[src/sv/stc_pkg.sv]
`default_nettype none
package stc_pkg;
  typedef enum logic [1:0] {
    TYPE_BOOL = 2'd0,
    TYPE_INT  = 2'd1,
    TYPE_REAL = 2'd2,
    TYPE_CHAR = 2'd3
  } elem_type_t;

  localparam logic [1:0] REG_SOURCE = 2'd0;
  localparam logic [1:0] REG_TARGET = 2'd1;
  localparam int CfgIdxW = 8;
  localparam int CharRange = 256;
  localparam int CharW = $clog2(CharRange);

  typedef struct packed {
    logic       present;
    logic       last;
    elem_type_t src;
    elem_type_t tgt;
  } item_ctl_t;

  function automatic logic [5:0] lead_one(input logic [63:0] v);
    logic [5:0] p;
    p = 6'd0;
    for (int i = 0; i < 64; i++) begin
      if (v[i]) p = 6'(i);
    end
    return p;
  endfunction
endpackage
`default_nettype wire

[src/sv/stc_front.sv]
`default_nettype none
module stc_front
  import stc_pkg::*;
(
  input  wire logic        clk,
  input  wire logic        rst_n,
  input  wire logic        adv,
  input  wire logic        in_vld,
  input  wire logic [63:0] x,
  input  wire item_ctl_t   ctl,
  output logic             vld_r,
  output item_ctl_t        ctl_r,
  output logic [63:0]      x_r,
  output logic [63:0]      mag_r,
  output logic             neg_r
);
  always_ff @(posedge clk) begin
    if (!rst_n) begin
      vld_r <= 1'b0;
    end else if (adv) begin
      vld_r <= in_vld;
    end
  end

  always_ff @(posedge clk) begin
    if (adv) begin
      ctl_r <= ctl;
      x_r   <= x;
      neg_r <= (ctl.src == TYPE_INT) && x[63];
      if (ctl.src == TYPE_INT) begin
        mag_r <= x[63] ? (64'd0 - x) : x;
      end else begin
        mag_r <= {56'd0, x[7:0]};
      end
    end
  end
endmodule
`default_nettype wire

[src/sv/stc_norm.sv]
`default_nettype none
module stc_norm
  import stc_pkg::*;
(
  input  wire logic        clk,
  input  wire logic        rst_n,
  input  wire logic        adv,
  input  wire logic        vld,
  input  wire item_ctl_t   ctl,
  input  wire logic [63:0] x,
  input  wire logic [63:0] mag,
  input  wire logic        neg,
  output logic             vld_r,
  output item_ctl_t        ctl_r,
  output logic [63:0]      x_r,
  output logic [63:0]      norm_r,
  output logic [5:0]       p_r,
  output logic             zero_r,
  output logic             neg_r,
  output logic [63:0]      f2i_r
);
  logic [5:0]  p;
  logic [7:0]  ex;
  logic [63:0] fm;
  logic [63:0] fi;

  assign p = lead_one(mag);

  always_comb begin
    ex = x[30:23];
    fm = {40'd0, 1'b1, x[22:0]};
    if (ex == 8'hFF && x[22:0] != 23'd0) begin
      fi = 64'd0;
    end else if (ex < 8'd127) begin
      fi = 64'd0;
    end else if (ex >= 8'd190) begin
      fi = x[31] ? 64'h8000_0000_0000_0000 : 64'h7FFF_FFFF_FFFF_FFFF;
    end else begin
      if (ex >= 8'd150) begin
        fm = fm << (ex - 8'd150);
      end else begin
        fm = fm >> (8'd150 - ex);
      end
      fi = x[31] ? (64'd0 - fm) : fm;
    end
  end

  always_ff @(posedge clk) begin
    if (!rst_n) begin
      vld_r <= 1'b0;
    end else if (adv) begin
      vld_r <= vld;
    end
  end

  always_ff @(posedge clk) begin
    if (adv) begin
      ctl_r  <= ctl;
      x_r    <= x;
      p_r    <= p;
      norm_r <= mag << (6'd63 - p);
      zero_r <= (mag == 64'd0);
      neg_r  <= neg;
      f2i_r  <= fi;
    end
  end
endmodule
`default_nettype wire

[src/sv/stc_round.sv]
`default_nettype none
module stc_round
  import stc_pkg::*;
(
  input  wire logic        clk,
  input  wire logic        rst_n,
  input  wire logic        adv,
  input  wire logic        vld,
  input  wire item_ctl_t   ctl,
  input  wire logic [63:0] x,
  input  wire logic [63:0] norm,
  input  wire logic [5:0]  p,
  input  wire logic        zero,
  input  wire logic        neg,
  input  wire logic [63:0] f2i,
  output logic             vld_r,
  output logic             last_r,
  output logic [63:0]      res_r
);
  logic [24:0] keep;
  logic        half, sticky, up;
  logic [7:0]  fexp;
  logic [31:0] flt;
  logic [7:0]  byte_v;
  logic [63:0] res;

  always_comb begin
    half   = norm[39];
    sticky = |norm[38:0];
    up     = half && (sticky || norm[40]);
    keep   = {1'b0, norm[63:40]} + {24'd0, up};
    fexp   = 8'(p) + 8'd127;
    if (keep[24]) begin
      fexp = fexp + 8'd1;
      keep = keep >> 1;
    end
    flt = zero ? 32'd0 : {neg, fexp, keep[22:0]};
    byte_v = x[7:0];
    res = 64'd0;
    case (ctl.tgt)
      TYPE_BOOL: begin
        case (ctl.src)
          TYPE_BOOL: res = {56'd0, byte_v};
          TYPE_INT:  res = {63'd0, x != 64'd0};
          TYPE_REAL: res = {63'd0, x[30:0] != 31'd0};
          default:   res = {63'd0, byte_v != 8'd0};
        endcase
      end
      TYPE_INT: begin
        case (ctl.src)
          TYPE_BOOL: res = {63'd0, byte_v == 8'd1};
          TYPE_INT:  res = x;
          TYPE_REAL: res = f2i;
          default:   res = {56'd0, byte_v};
        endcase
      end
      TYPE_REAL: begin
        case (ctl.src)
          TYPE_BOOL: res = (byte_v == 8'd1) ? 64'h3F80_0000 : 64'd0;
          TYPE_REAL: res = {32'd0, x[31:0]};
          default:   res = {32'd0, flt};
        endcase
      end
      default: begin
        case (ctl.src)
          TYPE_BOOL: res = {63'd0, byte_v == 8'd1};
          TYPE_INT:  res = {56'd0, x[CharW-1:0]};
          TYPE_REAL: res = {56'd0, f2i[CharW-1:0]};
          default:   res = {56'd0, byte_v};
        endcase
      end
    endcase
    if (!ctl.present) res = 64'd0;
  end

  always_ff @(posedge clk) begin
    if (!rst_n) begin
      vld_r <= 1'b0;
    end else if (adv) begin
      vld_r <= vld;
    end
  end

  always_ff @(posedge clk) begin
    if (adv) begin
      res_r  <= res;
      last_r <= ctl.last;
    end
  end
endmodule
`default_nettype wire

[src/sv/scalar_type_converter.sv]
`default_nettype none
// Streaming scalar type converter: each element is converted from the source
// type to the target type (0 bool, 1 int64, 2 float32, 3 char) set by the
// configuration registers. Three register stages (magnitude, normalize and
// float-to-int, round and select); one element per cycle while the output is
// taken. The whole pipeline stalls when the output is not taken. Write
// configuration only while the pipeline is empty.
module scalar_type_converter
  import stc_pkg::*;
(
  input  wire logic               clk,
  input  wire logic               rst_n,
  input  wire logic               cfg_valid,
  output logic                    cfg_ready,
  input  wire logic [CfgIdxW-1:0] cfg_index,
  input  wire logic [63:0]        cfg_data,
  input  wire logic               in_valid,
  output logic                    in_ready,
  input  wire logic [63:0]        in_element_bits,
  input  wire logic               in_element_present,
  input  wire logic               in_last_element,
  output logic                    out_valid,
  input  wire logic               out_ready,
  output logic [63:0]             out_result_bits,
  output logic                    out_result_last
);
  elem_type_t src_r, tgt_r;
  logic       adv;
  item_ctl_t  ctl0;

  logic        v1_r, v2_r;
  item_ctl_t   c1_r, c2_r;
  logic [63:0] x1_r, x2_r, mag1_r, norm2_r, f2i2_r;
  logic        neg1_r, neg2_r, zero2_r;
  logic [5:0]  p2_r;

  assign cfg_ready = 1'b1;
  assign adv       = out_ready || !out_valid;
  assign in_ready  = adv;
  assign ctl0      = '{present: in_element_present, last: in_last_element,
                       src: src_r, tgt: tgt_r};

  always_ff @(posedge clk) begin
    if (!rst_n) begin
      src_r <= TYPE_INT;
      tgt_r <= TYPE_INT;
    end else if (cfg_valid) begin
      if (cfg_index == CfgIdxW'(REG_SOURCE)) src_r <= elem_type_t'(cfg_data[1:0]);
      else if (cfg_index == CfgIdxW'(REG_TARGET)) tgt_r <= elem_type_t'(cfg_data[1:0]);
    end
  end

  stc_front u_front (
    .clk, .rst_n, .adv, .in_vld(in_valid), .x(in_element_bits), .ctl(ctl0),
    .vld_r(v1_r), .ctl_r(c1_r), .x_r(x1_r), .mag_r(mag1_r), .neg_r(neg1_r)
  );

  stc_norm u_norm (
    .clk, .rst_n, .adv, .vld(v1_r), .ctl(c1_r), .x(x1_r), .mag(mag1_r),
    .neg(neg1_r), .vld_r(v2_r), .ctl_r(c2_r), .x_r(x2_r), .norm_r(norm2_r),
    .p_r(p2_r), .zero_r(zero2_r), .neg_r(neg2_r), .f2i_r(f2i2_r)
  );

  stc_round u_round (
    .clk, .rst_n, .adv, .vld(v2_r), .ctl(c2_r), .x(x2_r), .norm(norm2_r),
    .p(p2_r), .zero(zero2_r), .neg(neg2_r), .f2i(f2i2_r),
    .vld_r(out_valid), .last_r(out_result_last), .res_r(out_result_bits)
  );
endmodule
`default_nettype wire

[config.mk]
export PLATFORM = sky130hd
export DESIGN_NAME = scalar_type_converter
export DESIGN_NICKNAME = d
export VERILOG_FILES = /design/src/sv/stc_pkg.sv /design/src/sv/stc_front.sv /design/src/sv/stc_norm.sv /design/src/sv/stc_round.sv /design/src/sv/scalar_type_converter.sv
export SDC_FILE = /design/constraint.sdc
export NUM_CORES = 1
export LEC_CHECK = 0
export CORE_MARGIN = 2
export CORE_UTILIZATION = 40
export DETAILED_ROUTE_END_ITERATION = 10
export DONT_BUFFER_PORTS = 1
export SYNTH_ARGS = -nofsm -noshare
export SYNTH_HDL_FRONTEND = slang
export SYNTH_SLANG_ARGS = --single-unit
[constraint.sdc]
create_clock -name clk -period 13.6 [get_ports clk]
set_input_delay 2.04 -clock clk [delete_from_list [all_inputs] [get_ports clk]]
set_output_delay 2.04 -clock clk [all_outputs]
set_load 0.01 [all_outputs]
==> impl.org <==
** Synth
- Library cell with the largest summed area after synthesis :: edfxtp_1
- Each instance of the synthesized netlist takes up on average 9.78 µm².
- Synthesis produced a netlist with a net count of 3,120.
- Distinct cell type count of the synthesized netlist :: 115
- Number of synthesized flops with an enable pin :: 405
- Summing every instance area after synthesis gives 29,000 µm².
- During synthesis, Yosys emitted a total of 0 warnings.
- Of the post-synthesis cell area, the dominant cell type holds 0.419.
- Most area-consuming cells after synthesis :: edfxtp_1 42%, mux2i_1 7.4%, nor2_1 4.1%
- Count of mapped cells out of synthesis :: 2,970
- For this run, the register share of the synthesized area comes to 0.424.
- Most used DFF post-synth :: edfxtp_1
- Of all flip-flops after synthesis, the portion carrying an async set or reset was 0.
- Register bit total from synthesis :: 412

** CTS
- Clock sink count :: 412
- The number of hold buffers added after CTS was 0.
- Insertion delay of the later-clocked pin in the worst-skew pair :: 0.60 ns
- After clock tree synthesis, the clock-pin slew on the worst setup and hold paths is 0.07 ns.
- TritonCTS clock tree :: built
- Buffers added to address setup during post-CTS repair amount to 0.
- Clock tree synthesis inserted a total of 45 buffers.
- CTS Buffer Depth :: 3
- CTS Root Buffer Type :: clkbuf_16
- Gates resized during post-CTS repair numbered 0.
- H-tree level count :: 2

** Global route
- In the global route stage, overall resource usage came out at 0.287.
- Maximum number of pins on one net before global-route repair :: 186
- The initial antenna violation count came to 4.
- The first global-routing pass estimated 161 mm of wire.
- Sum of overflow across all layers after global routing :: 0
- Vias in the first global route :: 23,698

** Finish
- Synthesis-to-finish area growth :: 7.56%
- In the final layout, the share of cells above drive strength 1 is 0.100.
- The library cell used most frequently in the layout, excluding fill and tap cells, is edfxtp_1.
- Once layout is complete, the cells apart from fillers number 3,832.
- Most used cells in the layout excluding fill and tap cells :: 405 x edfxtp_1, 320 x nor2_1, 274 x nand2_1, 215 x mux2i_1, 161 x a21oi_1
- # nets final :: 2,997
- Ant. Diodes :: 0

** Worst setup path
- Capturing element type of the critical path :: flip-flop
- End of the worst register-to-register path :: u_norm.f2i_r[54]$_SDFFCE_PP0P_
- Worst reg2reg path depth :: 13
- Type of origin of the critical path :: flip-flop
- On the worst path, the slowest cell contributes a delay of 0.86 ns.
- Required time at the endpoint of the critical path :: 13.97 ns
- CP cell instances :: ha_2 > buf_4 > inv_1 > o21a_1 > o31ai_1 > nor3_1 > nor3_1 > nand4_1 > nor4_1 > nand2_1 > or4_1 > mux2i_1 > a21oi_1
- The critical path in this run is classified as flip-flop to flip-flop.
- The slowest stage of the critical path is the nor4_1 cell.
- Worst path most repeated cell :: nor3_1
- Of all nets on the critical path, the largest fanout is 52.
- The startpoint identified for the worst register-to-register timing path is u_front.x_r[25]$_DFFE_PP_.
- Data on the critical path arrives at its endpoint at 6.82 ns.
- Worst R2R Setup Slack :: 7.15 ns

** Placed design
- Post-DP HPWL :: 82.6 mm
- Routability-driven placement finished with a final weighted congestion of 0.989.
- Counting tap cells, the placed design contains a total of 3,750 instances.
- The count of buffers added on input and output ports is 0.

** STA
- For this run, the top clock speed supported by timing is 155 MHz.
- The final count of hold timing violations was 0.
- Setup TNS :: 0 ns
- Shortest clock period the worst path allows after layout :: 6.45 ns
- Tightest Pin Transition :: 1.45 ns
- Setup violation total in the final timing report :: 0
- Headroom to the max-slew limit came out at 0.0248.
- Unrepaired setup endpoints after global routing :: no
- The number of slew-limit violations in the final report came to 0.
- Crit share post-route :: 0.474
- Fin Clk Skew :: 0.0255 ns

** Worst hold path
- The startpoint identified for the worst hold timing path is u_front.ctl_r[4]$_DFFE_PP_.
- Hold path cells :: 0
- The tightest min-delay check is of the flip-flop to flip-flop type.
- Min-Delay Endpoint :: u_norm.ctl_r[4]$_DFFE_PP_

** Die
- In this run the count of I/O pins placed on the die edge is 211.
- Area inside the core boundary :: 71,700 µm²
- The floorplan step defined a die boundary enclosing 74,800 µm².
- The floorplan step set the die width to 273 µm.
- The floorplan has 98 rows.
- Die extent in y :: 273 µm
- The initial utilization of the core area, before any placement, comes to 0.405.

** Drt
- The final layout contains routed wiring with a total length of 110 mm.
- Across all layers, the routed design uses 25,676 vias.
- After detailed routing, the number of vias per cell comes to 6.70.
- The pre-antenna-repair detailed-routing pass consisted of 6 iterations.
- In this run the remaining antenna-violating nets after routing total 0.
- Detailed Route Iter0 Violations :: 3,971
- After detailed routing, the average wire length per cell comes to 28.7 µm.
- DRC viols :: 0

** Pwr
- IR analysis of the VDD net gives a maximum drop of 0.000104 V.
- Summed over all cells, the static leakage comes to 11.7 nW.
- In this run the power density over the cells is 140 nW/µm².

** Job
- Max-cap violations in this run came to 0.

** Outcome
- The flow ran to the end, and the final reports show no timing, DRC or antenna violations.
[how the worst max path moves through the flow]
| stage | startpoint | end | slack (ns) |
|---|---|---|---|
| 3_5_place_dp | u_front.x_r[25]$_DFFE_PP_ | u_norm.f2i_r[57]$_SDFFCE_PP0P_ | 7.28 |
| 4_1_cts | u_front.x_r[25]$_DFFE_PP_ | u_norm.f2i_r[57]$_SDFFCE_PP0P_ | 7.26 |
| 3_3_place_gp | u_front.x_r[25]$_DFFE_PP_ | u_norm.f2i_r[57]$_SDFFCE_PP0P_ | 7.34 |
| 2_1_floorplan | out_ready | in_ready | 4.39 |
| 6_report | u_front.x_r[25]$_DFFE_PP_ | u_norm.f2i_r[54]$_SDFFCE_PP0P_ | 7.15 |
| 5_1_grt | u_front.x_r[25]$_DFFE_PP_ | u_norm.f2i_r[54]$_SDFFCE_PP0P_ | 6.78 |
[Yosys cell counts, types with 37 or more instances]
master and instances:
a22oi_1 94, xor2_1 87, nor3_1 75, mux2_2 67, and2_1 37, clkbuf_1 138
o21ai_0 112, nand3_1 79, o22ai_1 38, nand2_1 275, nor2_1 320, a21oi_1 161
edfxtp_1 405, mux2i_1 215, nand4_1 44, nor4_1 62
[kinds of logic (layout without fill, tap and decap cells)]
group | Yosys count | in the layout | share of synthesized area
adder cells (fa/ha/maj) | 7 | 7 | 0.00302
buffers and inverters | 260 | 172 | 0.0417
XOR/XNOR | 126 | 126 | 0.0388
AND/OR/NAND/NOR | 1060 | 1060 | 0.176
AO/OA/AOI/OAI | 789 | 789 | 0.192
other | 1 | 1 | 0.000129
multiplexers | 315 | 315 | 0.125
flip-flops | 412 | 412 | 0.424
[stage by stage]
stage | util | worst slack (ns) | hold WS (ns) | area [µm²] | total power, mW
floorplan | - | 4.39 | 0.400 | 29000 | 2.64
global placement | 0.413 | 7.34 | 0.401 | 29700 | 3.05
detailed placement | 0.413 | 7.28 | 0.405 | 29700 | 3.06
CTS | 0.435 | 7.26 | 0.419 | 31200 | 4.36
global route | 0.435 | 6.78 | 0.426 | 31200 | 4.55
finish | 0.435 | 7.15 | 0.417 | 31200 | 4.38
[final cells by class]
cell class | instances | area, µm²
Inverter | 40 | 150
Sequential cell | 412 | 12300
Clock buffer | 52 | 1170
Multi-Input combinational cell | 2298 | 15600
Timing Repair Buffer | 50 | 388
Fill cell | 6889 | 40500
Clock inverter | 30 | 404
Tap cell | 950 | 1190
[per-layer routing]
layer / share of wire / vias up / track usage
met4: 0.028 / 8 / 0.0774
met3: 0.12 / 197 / 0.0765
met2: 0.41 / 1536 / 0.406
li1: - / 11248 / -
met1: 0.44 / 12687 / 0.429
met5: 0.00088 / - / 0
[report_power, final]
group	total (mW)	internal [mW]	leakage [nW]	switching, mW
clock	1.30	0.762	0.764	0.535
sequential	1.79	1.61	4.45	0.176
combinational	1.30	0.462	6.53	0.834
total	4.38	2.84	11.7	1.54
[sequential cells by signal, indices dropped and copies added, names as in the netlist, 2 cells and up]
name and cells:
u_front.x_r 63, u_round.res_r 64, u_norm.p_r 6, src_r 2
u_front.mag_r 64, u_front.ctl_r 6, tgt_r 2, u_norm.f2i_r 64
u_norm.x_r 64, u_norm.norm_r 64, u_norm.ctl_r 6
[worst max-delay path: cells and delay by family (launching register included)]
kind	cells	cell delay (ns)
compound gates	3	1.28
flops	1	0.71
simple gates	6	2.82
mux	1	0.14
fa+ha+maj	1	0.46
buf+inv	2	0.79
No activity file was read; power rests on OpenSTA's default activity.
